<file path="config.mk">
export PLATFORM = sky130hd
export DESIGN_NAME = unique_key_stack_flat
export DESIGN_NICKNAME = d
export VERILOG_FILES = /design/src/uks_pkg.sv /design/src/uks_req_if.sv /design/src/uks_rsp_if.sv /design/src/uks_ram.sv /design/src/unique_key_stack.sv /design/src/flat_wrapper.sv
export SDC_FILE = /design/constraint.sdc
export NUM_CORES = 2
export LEC_CHECK = 0
export BUFFER_PORTS_ARGS = -buffer_cell sky130_fd_sc_hd__buf_2
export CORE_ASPECT_RATIO = 0.6
export CORE_MARGIN = 3
export CORE_UTILIZATION = 63
export DETAILED_ROUTE_END_ITERATION = 12
export HOLD_SLACK_MARGIN = 0.12
export PLACE_DENSITY = 0.78
export SETUP_SLACK_MARGIN = 0.15
export SLEW_MARGIN = 40
export SYNTH_ARGS = -nofsm -noshare
export SYNTH_HDL_FRONTEND = slang
export SYNTH_SLANG_ARGS = --single-unit
</file>
<file path="constraint.sdc">
create_clock -name clk -period 6.47 [get_ports clk]
set_input_delay 1.294 -clock clk [delete_from_list [all_inputs] [get_ports clk]]
set_output_delay 1.294 -clock clk [all_outputs]
set_load 0.01 [all_outputs]
</file>
<file path="src/uks_pkg.sv">
package uks_pkg;

	// stack geometry
	localparam int DEPTH = 64;
	localparam int AddrW = (DEPTH > 1) ? $clog2(DEPTH) : 1;
	localparam int FillW = $clog2(DEPTH + 1);

	// field widths
	localparam int ReqW = 2;
	localparam int KeyW = 16;
	localparam int ValW = 8;
	localparam int StatW = 2;
	localparam int CntW = 7;
	localparam int EntryW = KeyW + ValW;

	// presence map for allocate: bit c-1 marks key c, keys 1..DEPTH+1
	localparam int NumCand = DEPTH + 1;
	localparam int ChunkW = 8;
	localparam int ChunkBitW = $clog2(ChunkW);
	localparam int NumChunks = (NumCand + ChunkW - 1) / ChunkW;
	localparam int MapW = NumChunks * ChunkW;
	localparam int MapIdxW = $clog2(MapW);
	localparam int ChunkIdxW = (NumChunks > 1) ? $clog2(NumChunks) : 1;

	typedef enum logic [ReqW-1:0] {
		REQ_PUSH  = 2'd0,
		REQ_POP   = 2'd1,
		REQ_PEEK  = 2'd2,
		REQ_ALLOC = 2'd3
	} req_e_t;

	typedef enum logic [StatW-1:0] {
		ST_OK    = 2'd0,
		ST_FULL  = 2'd1,
		ST_DUP   = 2'd2,
		ST_EMPTY = 2'd3
	} status_e_t;

	typedef enum logic [2:0] {
		S_IDLE,
		S_SCAN,
		S_TOPRD,
		S_SEARCH,
		S_DONE
	} state_e_t;

endpackage

</file>
<file path="src/uks_req_if.sv">
interface uks_req_if;
	logic                          valid;
	logic                          ready;
	logic [uks_pkg::ReqW-1:0]      req_type;
	logic [uks_pkg::KeyW-1:0]      key;
	logic signed [uks_pkg::ValW-1:0] value;

	modport source (output valid, output req_type, output key, output value, input ready);
	modport sink (input valid, input req_type, input key, input value, output ready);
endinterface

</file>
<file path="src/uks_rsp_if.sv">
interface uks_rsp_if;
	logic                          valid;
	logic                          ready;
	logic [uks_pkg::StatW-1:0]     status;
	logic [uks_pkg::KeyW-1:0]      out_key;
	logic signed [uks_pkg::ValW-1:0] out_value;
	logic [uks_pkg::CntW-1:0]      count;

	modport source (output valid, output status, output out_key, output out_value,
		output count, input ready);
	modport sink (input valid, input status, input out_key, input out_value,
		input count, output ready);
endinterface

</file>
<file path="src/uks_ram.sv">
module uks_ram #(
	parameter int Width = 8,
	parameter int Depth = 16
) (
	input  logic                                       clk,
	input  logic                                       we,
	input  logic [((Depth > 1) ? $clog2(Depth) : 1)-1:0] waddr,
	input  logic [Width-1:0]                           wdata,
	input  logic                                       re,
	input  logic [((Depth > 1) ? $clog2(Depth) : 1)-1:0] raddr,
	output logic [Width-1:0]                           rdata
);
	logic [Width-1:0] mem [Depth];

	always_ff @(posedge clk) begin
		if (we) begin
			mem[waddr] <= wdata;
		end
		if (re) begin
			rdata <= mem[raddr];
		end
	end
endmodule

</file>
<file path="src/unique_key_stack.sv">
// unique_key_stack: bounded LIFO of (key, value) entries, DEPTH deep, in which
// every stored key is distinct. One request beat in gives exactly one result
// beat out, always carrying the entry count after the request. Push is refused
// with status full when the stack holds DEPTH entries (checked first), or with
// status duplicate when the key is already stored; pop and peek on an empty
// stack give status empty with zero key and value; allocate always gives
// status ok with the smallest key from 1 up that is not stored (at most
// DEPTH+1), echoes the value and stores nothing. Entries live in one
// single-port-read RAM, and the stored keys are checked one entry a cycle
// through its read port, so the time taken grows with the entry count: pop and
// peek read the top entry, push scans the stored
// entries and stops on a duplicate hit (no scan when full or empty); allocate
// scans all entries, then checks free keys one 8-key group a cycle (at most DEPTH/8+1
// groups). One request is in flight at a time; a finished result sits in the
// output register and only holds the block back if it has not been taken when
// the next result is ready. No clearing pass is needed after reset.
module unique_key_stack (
	input logic     clk,
	input logic     arst_n,
	uks_req_if.sink req,
	uks_rsp_if.source rsp
);
	import uks_pkg::*;

	// controller state
	state_e_t state_q, state_d;
	logic [FillW-1:0] fill_q, fill_next;
	logic [AddrW-1:0] scan_q;
	logic [ChunkIdxW-1:0] chunk_q;
	logic [MapW-1:0] map_q;

	// latched request and result in progress
	req_e_t req_type_q;
	logic [KeyW-1:0] req_key_q;
	logic signed [ValW-1:0] req_value_q;
	status_e_t res_status_q;
	logic [KeyW-1:0] res_key_q;
	logic signed [ValW-1:0] res_value_q;

	// output register
	logic rsp_valid_q;
	status_e_t rsp_status_q;
	logic [KeyW-1:0] rsp_key_q;
	logic signed [ValW-1:0] rsp_value_q;
	logic [CntW-1:0] rsp_count_q;

	// ram side
	logic ram_we, ram_re;
	logic [AddrW-1:0] ram_waddr, ram_raddr;
	logic [EntryW-1:0] ram_wdata, ram_rdata;
	logic [KeyW-1:0] rd_key;
	logic signed [ValW-1:0] rd_value;

	logic req_fire, out_free, done_fire;
	req_e_t in_type;
	logic fill_zero, fill_full, scan_last, scan_match;
	logic [ChunkW-1:0] chunk_bits;
	logic zero_found;
	logic [ChunkBitW-1:0] zero_pos;
	logic [KeyW-1:0] cand_key;
	logic [KeyW-1:0] mark_off;

	uks_ram #(
		.Width(EntryW),
		.Depth(DEPTH)
	) u_ram (
		.clk  (clk),
		.we   (ram_we),
		.waddr(ram_waddr),
		.wdata(ram_wdata),
		.re   (ram_re),
		.raddr(ram_raddr),
		.rdata(ram_rdata)
	);

	assign rd_key = ram_rdata[EntryW-1 -: KeyW];
	assign rd_value = signed'(ram_rdata[ValW-1:0]);

	assign in_type = req_e_t'(req.req_type);
	assign out_free = !rsp_valid_q || rsp.ready;
	assign req_fire = req.valid && req.ready;

	assign fill_zero = (fill_q == '0);
	assign fill_full = (fill_q == FillW'(DEPTH));
	// data on the ram output belongs to entry scan_q while scanning
	assign scan_last = (FillW'(scan_q) == fill_q - FillW'(1));
	assign scan_match = (rd_key == req_key_q);
	// key c is marked at bit c-1
	assign mark_off = rd_key - KeyW'(1);

	// free-key search, one group of eight keys a cycle, lowest clear bit wins
	assign chunk_bits = map_q[chunk_q*ChunkW +: ChunkW];
	always_comb begin
		zero_found = 1'b0;
		zero_pos = '0;
		for (int b = ChunkW - 1; b >= 0; b--) begin
			if (!chunk_bits[b]) begin
				zero_found = 1'b1;
				zero_pos = ChunkBitW'(b);
			end
		end
	end
	assign cand_key = KeyW'({chunk_q, zero_pos}) + KeyW'(1);

	// next state
	always_comb begin
		state_d = state_q;
		unique case (state_q)
			S_IDLE: begin
				if (req_fire) begin
					case (in_type)
						REQ_PUSH:
							state_d = (fill_full || fill_zero) ? S_DONE : S_SCAN;
						REQ_POP, REQ_PEEK:
							state_d = fill_zero ? S_DONE : S_TOPRD;
						default:
							state_d = fill_zero ? S_SEARCH : S_SCAN;
					endcase
				end
			end
			S_SCAN: begin
				if (req_type_q == REQ_PUSH) begin
					if (scan_match || scan_last) begin
						state_d = S_DONE;
					end
				end else if (scan_last) begin
					state_d = S_SEARCH;
				end
			end
			S_TOPRD: state_d = S_DONE;
			S_SEARCH: begin
				if (zero_found) begin
					state_d = S_DONE;
				end
			end
			S_DONE: begin
				if (out_free) begin
					state_d = S_IDLE;
				end
			end
			default: state_d = S_IDLE;
		endcase
	end

	// outputs of the controller
	always_comb begin
		req.ready = 1'b0;
		ram_re = 1'b0;
		ram_raddr = '0;
		ram_we = 1'b0;
		ram_waddr = AddrW'(fill_q);
		ram_wdata = {req_key_q, req_value_q};
		done_fire = 1'b0;
		fill_next = fill_q;
		unique case (state_q)
			S_IDLE: begin
				req.ready = 1'b1;
				ram_re = 1'b1;
				// pop/peek read the top, push/allocate start the scan at entry 0
				if (in_type == REQ_POP || in_type == REQ_PEEK) begin
					ram_raddr = AddrW'(fill_q - FillW'(1));
				end
			end
			S_SCAN: begin
				ram_re = 1'b1;
				ram_raddr = scan_q + AddrW'(1);
			end
			S_DONE: begin
				done_fire = out_free;
				if (res_status_q == ST_OK) begin
					if (req_type_q == REQ_PUSH) begin
						fill_next = fill_q + FillW'(1);
						ram_we = out_free;
					end else if (req_type_q == REQ_POP) begin
						fill_next = fill_q - FillW'(1);
					end
				end
			end
			default: ;
		endcase
	end

	// control registers
	always_ff @(posedge clk or negedge arst_n) begin
		if (!arst_n) begin
			state_q <= S_IDLE;
			fill_q <= '0;
			rsp_valid_q <= 1'b0;
		end else begin
			state_q <= state_d;
			if (done_fire) begin
				fill_q <= fill_next;
				rsp_valid_q <= 1'b1;
			end else if (rsp.ready) begin
				rsp_valid_q <= 1'b0;
			end
		end
	end

	// request, scan and result payload
	always_ff @(posedge clk) begin
		case (state_q)
			S_IDLE: begin
				req_type_q <= in_type;
				req_key_q <= req.key;
				req_value_q <= req.value;
				scan_q <= '0;
				chunk_q <= '0;
				map_q <= '0;
				res_key_q <= '0;
				res_value_q <= (in_type == REQ_ALLOC) ? req.value : '0;
				res_status_q <= ST_OK;
				if (in_type == REQ_PUSH && fill_full) begin
					res_status_q <= ST_FULL;
				end else if ((in_type == REQ_POP || in_type == REQ_PEEK) && fill_zero) begin
					res_status_q <= ST_EMPTY;
				end
			end
			S_SCAN: begin
				scan_q <= scan_q + AddrW'(1);
				if (req_type_q == REQ_PUSH) begin
					if (scan_match) begin
						res_status_q <= ST_DUP;
					end
				end else if (rd_key != '0 && mark_off < KeyW'(NumCand)) begin
					map_q[MapIdxW'(mark_off)] <= 1'b1;
				end
			end
			S_TOPRD: begin
				res_key_q <= rd_key;
				res_value_q <= rd_value;
			end
			S_SEARCH: begin
				if (zero_found) begin
					res_key_q <= cand_key;
				end else begin
					chunk_q <= chunk_q + ChunkIdxW'(1);
				end
			end
			default: ;
		endcase
		if (done_fire) begin
			rsp_status_q <= res_status_q;
			rsp_key_q <= res_key_q;
			rsp_value_q <= res_value_q;
			rsp_count_q <= CntW'(fill_next);
		end
	end

	assign rsp.valid = rsp_valid_q;
	assign rsp.status = rsp_status_q;
	assign rsp.out_key = rsp_key_q;
	assign rsp.out_value = rsp_value_q;
	assign rsp.count = rsp_count_q;

`ifndef ASSERT_OFF
	a_fill_bound: assert property (@(posedge clk) disable iff (!arst_n)
		fill_q <= FillW'(DEPTH))
		else $error("fill count beyond depth");

	a_write_room: assert property (@(posedge clk) disable iff (!arst_n)
		ram_we |-> (fill_q < FillW'(DEPTH)) && (req_type_q == REQ_PUSH))
		else $error("entry written without room or not by a push");

	a_full_count: assert property (@(posedge clk) disable iff (!arst_n)
		rsp.valid && rsp.status == ST_FULL |-> rsp.count == CntW'(DEPTH))
		else $error("full status with stack not full");

	a_search_range: assert property (@(posedge clk) disable iff (!arst_n)
		state_q == S_SEARCH |-> chunk_q <= ChunkIdxW'(NumChunks - 1))
		else $error("free-key search ran past the map");

	a_one_inflight: assert property (@(posedge clk) disable iff (!arst_n)
		req_fire |=> !req.ready)
		else $error("second request taken while one is in flight");
`endif
endmodule
</file>
<file path="src/flat_wrapper.sv">
// flat-port wrapper written by rule: the top's interface ports become plain ports
module unique_key_stack_flat import uks_pkg::*;
  (clk, arst_n, req_valid, req_req_type, req_key, req_value, req_ready, rsp_valid, rsp_status, rsp_out_key, rsp_out_value, rsp_count, rsp_ready);
  uks_req_if req_i ();
  uks_rsp_if rsp_i ();
  input logic clk;
  input logic arst_n;
  input wire logic [$bits(req_i.valid)-1:0] req_valid;
  input wire logic [$bits(req_i.req_type)-1:0] req_req_type;
  input wire logic [$bits(req_i.key)-1:0] req_key;
  input wire logic [$bits(req_i.value)-1:0] req_value;
  output wire logic [$bits(req_i.ready)-1:0] req_ready;
  output wire logic [$bits(rsp_i.valid)-1:0] rsp_valid;
  output wire logic [$bits(rsp_i.status)-1:0] rsp_status;
  output wire logic [$bits(rsp_i.out_key)-1:0] rsp_out_key;
  output wire logic [$bits(rsp_i.out_value)-1:0] rsp_out_value;
  output wire logic [$bits(rsp_i.count)-1:0] rsp_count;
  input wire logic [$bits(rsp_i.ready)-1:0] rsp_ready;
  assign req_i.valid = req_valid;
  assign req_i.req_type = req_req_type;
  assign req_i.key = req_key;
  assign req_i.value = req_value;
  assign req_ready = req_i.ready;
  assign rsp_valid = rsp_i.valid;
  assign rsp_status = rsp_i.status;
  assign rsp_out_key = rsp_i.out_key;
  assign rsp_out_value = rsp_i.out_value;
  assign rsp_count = rsp_i.count;
  assign rsp_i.ready = rsp_ready;
  unique_key_stack u_core (.clk(clk), .arst_n(arst_n), .req(req_i), .rsp(rsp_i));
endmodule
</file>
Word level (Yosys, flattened, before mapping)
Memory sizes are Yosys's and may differ from the RTL's. A register that Yosys moved wholly into a read port is not among the register bits.
Cells that the tools add are included.
- add/subtract/negate cells: 6
- $lt $le $gt $ge: 3
- equal/unequal tests: 21
- shift-type cells: 1
- muxes and demuxes: 60
- bitwise logic cells: 1
- reduce and logical (&&, ||, !) cells: 28
- operators with widths (kind ; count):
    $mux 72 ; 2
    $pmux 72 s2 ; 1
    $or 72x72->72 ; 1
    $shiftx 72x8->8 ; 1
    $mux 3 ; 16
    $pmux 16 s3 ; 1
    $mux 7 ; 4
    $pmux 6 s2 ; 2
    $mux 1 ; 19
    $eq 16x16->1 ; 1
    $lt 16x7->1 const B ; 1
    $mux 16 ; 1
    $pmux 8 s2 ; 1
    $reduce_bool 16->1 ; 1
    $sub 16x1->16 const B ; 1
    $pmux 3 s5 ; 1
    $ne 2x1->1 const B ; 6
    $mux 2 ; 5
    $add 7x1->8 const B ; 1
    $lt 7x8->1 const B ; 1
    $mux 8 ; 1
    $pmux 4 s2 ; 1
    $reduce_bool 2->1 ; 4
    $add 7x1->7 const B ; 1
    other kinds (30) ; 46
- register bits after elaboration: 178
- RAM bits: 1536
- input port bits: 30
- output and inout port bits: 35
- logic and storage cells: 137
- memories kept: 1
- memories (memory ; words ; bits a word ; rd ports ; clocked after memory_dff ; wr ports ; RTL line ; RTL):
    u_core.u_ram.mem ; 64 ; 24 ; 1 ; 1 ; 1 ; uks_ram.sv:13 ; logic [Width-1:0] mem [Depth];

Depth between registers and ports, before layout
- depth in word-level cells: 12
- depth in mapped cells: 14
- gate-level depth less buffers: 11

Cells and area by module
A second synthesis with hierarchy kept.
- cell total of the unflattened synthesis: 3340
- area, all modules: 68288.0 um2
- modules (own cells, without submodules) (module ; instances ; cells each ; area each (um2) ; sequential area each (um2)):
    uks_ram ; 1 ; 2610 ; 59535.8 ; 46844.9
    unique_key_stack ; 1 ; 730 ; 8752.1 ; 5290.1

Least setup slack after synthesis
Ideal clock, no wire load.
- kind: register to register
- start: register u_core.u_ram.rdata[8] (read register of u_core.u_ram.mem)
- end: register u_core.map_q[0] (enable)
- setup time: 526 ps
- arrival: 5347 ps
- data required time: 5944 ps
- path slack: 597 ps
- cell stages (with the launch flop): 12
- path buffers: 2
- clock period less this slack: 5873 ps
- cell sequence: edfxtp_1 > clkbuf_1 > inv_1 > ha_1 > clkbuf_1 > nor4b_1 > a31oi_1 > o32ai_1 > nand2_1 > nor2_1 > o221ai_1 > a21oi_1
- cells in the longest elaborated chain, start to end: 5
- elaborated cells on any way between the ends: 6
- those cells by class: add/sub: 1; order compare: 1; eq/ne: 1; reduce/logical: 3
- RTL lines (element ; RTL line ; RTL):
    start: declaration ; uks_ram.sv:11 ; output logic [Width-1:0] rdata
    $sub 16x1->16 ; unique_key_stack.sv:89 ; assign mark_off = rd_key - KeyW'(1);
    $lt 16x7->1 ; unique_key_stack.sv:225 ; end else if (rd_key != '0 && mark_off < KeyW'(NumCand)) begin
    $logic_and 1x1->1 * ; unique_key_stack.sv:225 ;
    $ne 2x1->1 (no line) * ; - ;
    $reduce_and 3->1 (no line) * ; - ;
    end signal: assignment ; unique_key_stack.sv:209 ; map_q <= '0;
    end signal: indexed assignment ; unique_key_stack.sv:226 ; map_q[MapIdxW'(mark_off)] <= 1'b1;
    end: declaration ; unique_key_stack.sv:30 ; logic [MapW-1:0] map_q;
Every way passes the cells marked *; elsewhere a longest branch is shown, timed or not.
A chain may end at the register's enable or synchronous reset.

Worst setup path in the final report
- start: input req_req_type[1]
- end: register u_core.u_ram.rdata[10] (read register of u_core.u_ram.mem) (data pin)
- cells in the longest elaborated chain, start to end: 4
- elaborated cells on any way between the ends: 5
- those cells by class: eq/ne: 2; mux: 2; reduce/logical: 1
- RTL lines (element ; RTL line ; RTL):
    start: declaration ; flat_wrapper.sv:9 ; input wire logic [$bits(req_i.req_type)-1:0] req_req_type;
    $eq 2x1->1 / $eq 2x2->1 (equally long branches) ; unique_key_stack.sv:160 ; if (in_type == REQ_POP || in_type == REQ_PEEK) begin
    $logic_or 1x1->1 * ; unique_key_stack.sv:160 ;
    $mux 6 * ; unique_key_stack.sv:160 ;
    $pmux 6 s2 * ; unique_key_stack.sv:155 ; unique case (state_q)
Marked as above.

==> impl_metrics.csv <==
group,metric,value,unit
sta,hold-worst-slack,0.408,ns
grt,antenna_found_initial,12,
synth,synth.top_cell.area_share,74.7,%
clock_network,clock_insertion_delay_worst_skew,0.79,ns
drt,remaining_drc_errors,0,
drt,drt_iter0_markers,8324,
synth,synth-adder-area-share,0.180,%
synth,synth_area_leader_cell,"edfxtp_1",
synth,synth_area_leaders,"edfxtp_1 75%, nand2_1 4.8%, mux4_2 3.2%",
grt,grt_max_degree,160,
worst_setup_path,worst_ep_required_time,6.95,ns
grt,overflow,0,
worst_setup_path,crit_type,"in -> reg",
worst_hold_path,hold_path.class,"in -> async",
clock_network,clock-sinks,1738,
synth,synth_edf_count,1727,
clock_network,clkTransAtPathRegs,0.06,ns
sta,slew_viol_final,0,
synth,syn_area,0.0694,mm^2
die,die_area,0.114,mm^2
job,maxCapViolations,0,
synth,yosysWarnings,0,
drt,viasPerCell,6.93,
clock_network,cts_tree,"done",
layout,nets,4871,
worst_setup_path,crit_path_max_fanout,99,
die,die_w,435,um
sta,rsz0062_at_grt,"no",
synth,synth_ff_type,"edfxtp_1",
placement,place_inst,6150,
worst_setup_path,endpoint_kind,"flop",
synth,synth_common_cells,"1727 x edfxtp_1, 894 x nand2_1, 347 x nand3_1",
clock_network,cts_buffers,147,
sta,setup_viol,0,
worst_setup_path,startpoint_type,"input port",
clock_network,cts_root_buffer,"clkbuf_16",
drt,via_count,44467,
synth,synth_nets,4781,
power_and_ir_drop,p_leak,25.8,nW
die,core-area,0.108,mm^2
drt,wire_per_inst,30.8,um
drt,wirelength,198000,um
placement,gp_congestion,0.955,
synth,synth_area_per_cell,14.6,um^2
synth,synth_cell_types,70,
die,io_pins,65,
outcome,outcome,"completed",
synth,synthXorXnorAreaFrac,0.631,%
layout,fin_area,0.0769,mm^2
sta,finalSetupTns,0,ns
die,start_util,64.1,%
sta,worstMarginPinSlew,1.03,ns
grt,gr-usage-all-layers,34.5,%
placement,post_dp_cell_area,0.0721,mm^2
synth,yosysMostFrequentCell,"edfxtp_1",
grt,grt_pass1_wl,284000,um
worst_setup_path,arrival,5.62,ns
layout,final_cells,6419,
layout,area_delta_synth_final,10.8,%
sta,finalCriticalPeriod,5.14,ns
sta,skew,0.0351,ns
die,die_h,263,um
synth,ys_ff_latch,1738,
synth,synth_top_family_by_area,"simple AND/OR/NAND/NOR gates",
worst_setup_path,r2r-start,"u_core.fill_q[2]",
layout,drive_gt1_share,14.1,%
die,rows,93,
synth,synth_cells,4741,
placement,port_buffers,64,
synth,yosysSeqAreaShare,75.1,%
sta,worst_slew_margin_rel,31.3,%
grt,grt_pass1_vias,41312,
placement,dp_hpwl,114000,um
drt,antenna_left,0,
sta,hold_viol_final,0,
power_and_ir_drop,vdd_drop_max,445,uV
sta,clock.fmax,0.195,GHz
synth,yosys.area_share.simple,11.6,%
synth,async_reset_ff_share,0.633,%
worst_setup_path,startpoint,"req_req_type[1]",
clock_network,clockBufferDepth,3,
clock_network,cts_setup_buffers,0,
clock_network,ctsResizeCount,0,
synth,synth_mux_area_share,3.81,%
clock_network,cts_max_level,4,
power_and_ir_drop,power.density,465,mW/mm^2
synth,synth_compound_area_share,6.34,%
clock_network,ctsHoldBuffers,0,
sta,min_period_over_period,79.5,%
drt,drt_first_pass_iters,6,
worst max-delay path: stages:
cell      delay (ns)
buf_2           0.12
inv_1           0.06
ha_1            0.54
or3b_1          0.48
a21o_4          0.33
buf_12          0.25
buf_4           0.43
nand2_1         0.15
nand3_1         0.08
a21oi_1         0.69
nor3_1          0.21
o221ai_1        0.66
a21oi_1         0.16
per-stage QoR:
stage	worst slack, ns	utilization, %	power (mW)
2_1_floorplan	0.597	-	22.1
3_3_place_gp	0.777	66.4	26.1
3_5_place_dp	0.803	66.5	26.5
4_1_cts	1.56	70.9	35.2
5_1_grt	1.28	71.0	36.8
6_report	1.33	71.0	35.8
cells in the final DEF, fill, tap and decap left out, drive strengths merged, types with 9 or more instances in the layout:
master  count
nor2      193
nand3     347
mux2i      18
clkinv     57
o22ai      17
a311oi     40
a22oi      44
mux2       23
ha         10
a41oi      44
dfrtp      11
o221ai     24
clkbuf    178
a21oi     240
nand2b      9
nand2     894
and3      223
nor3       58
xor2       15
bufinv     13
edfxtp   1727
o21ai      25
o31ai      10
nor4       30
xnor2      35
buf       264
a31oi     185
mux4       98
a311o      24
inv        22
layout make-up:
| type | instances | area [um^2] |
|---|---|---|
| Antenna cell | 6 | 15.0 |
| Clock buffer | 178 | 3900 |
| Clock inverter | 81 | 772 |
| Fill cell | 6587 | 31400 |
| Inverter | 15 | 58.8 |
| Multi-Input combinational cell | 2665 | 16100 |
| Sequential cell | 1738 | 52100 |
| Tap cell | 1472 | 1840 |
| Timing Repair Buffer | 264 | 2150 |
worst paths after layout:
check	slack, ns	cells after the start	endpoint
worst max-delay path	1.33	13	u_core.u_ram.rdata[10]
worst min-delay path	0.41	1	u_core.state_q[2]
worst max register to register	1.36	10	u_core.u_ram.rdata[14]
worst min register to register	0.42	0	u_core.rsp.out_key[5]
max in group asynchronous	5.82	1	u_core.fill_q[4]
min in group clk	0.42	0	u_core.rsp.out_key[5]
sequential cells by signal, indices dropped and copies added (netlist names), 6 cells and up:
register and cells:
u_core.req_value_q 8, u_core.fill_q 7, u_core.res_key_q 16, u_core.req_key_q 16, u_core.res_value_q 8, u_core.rsp.out_value 8
u_core.scan_q 6, u_core.u_ram.mem 1536, u_core.map_q 72, u_core.rsp.out_key 16, u_core.u_ram.rdata 24, u_core.rsp.count 7
report_power, final:
part           total (mW)  switching, mW  internal, mW  leakage, nW
combinational        12.4           8.85          3.54         7.71
sequential           14.6          0.583          14.0         15.8
clock                8.82           4.00          4.83         2.28
total                35.8           13.4          22.4         25.8
routing by layer:
layer,global-route usage [%],share of wire [%],vias up
li1,-,-,18302
met5,0,0.042,-
met2,46.4,41,3944
met3,15.7,19,438
met4,11.6,3.6,10
met1,50.3,36,21773
kinds of logic (layout without fill, tap and decap cells):
| group | Yosys count | in the layout |
|---|---|---|
| simple gates | 1793 | 1793 |
| flops | 1738 | 1738 |
| compound gates | 673 | 673 |
| buf+inv | 338 | 538 |
| mux | 139 | 139 |
| xor+xnor | 50 | 50 |
| fa+ha+maj | 10 | 10 |
| other cells | 0 | 6 |
No activity file was read; power rests on OpenSTA's default activity.
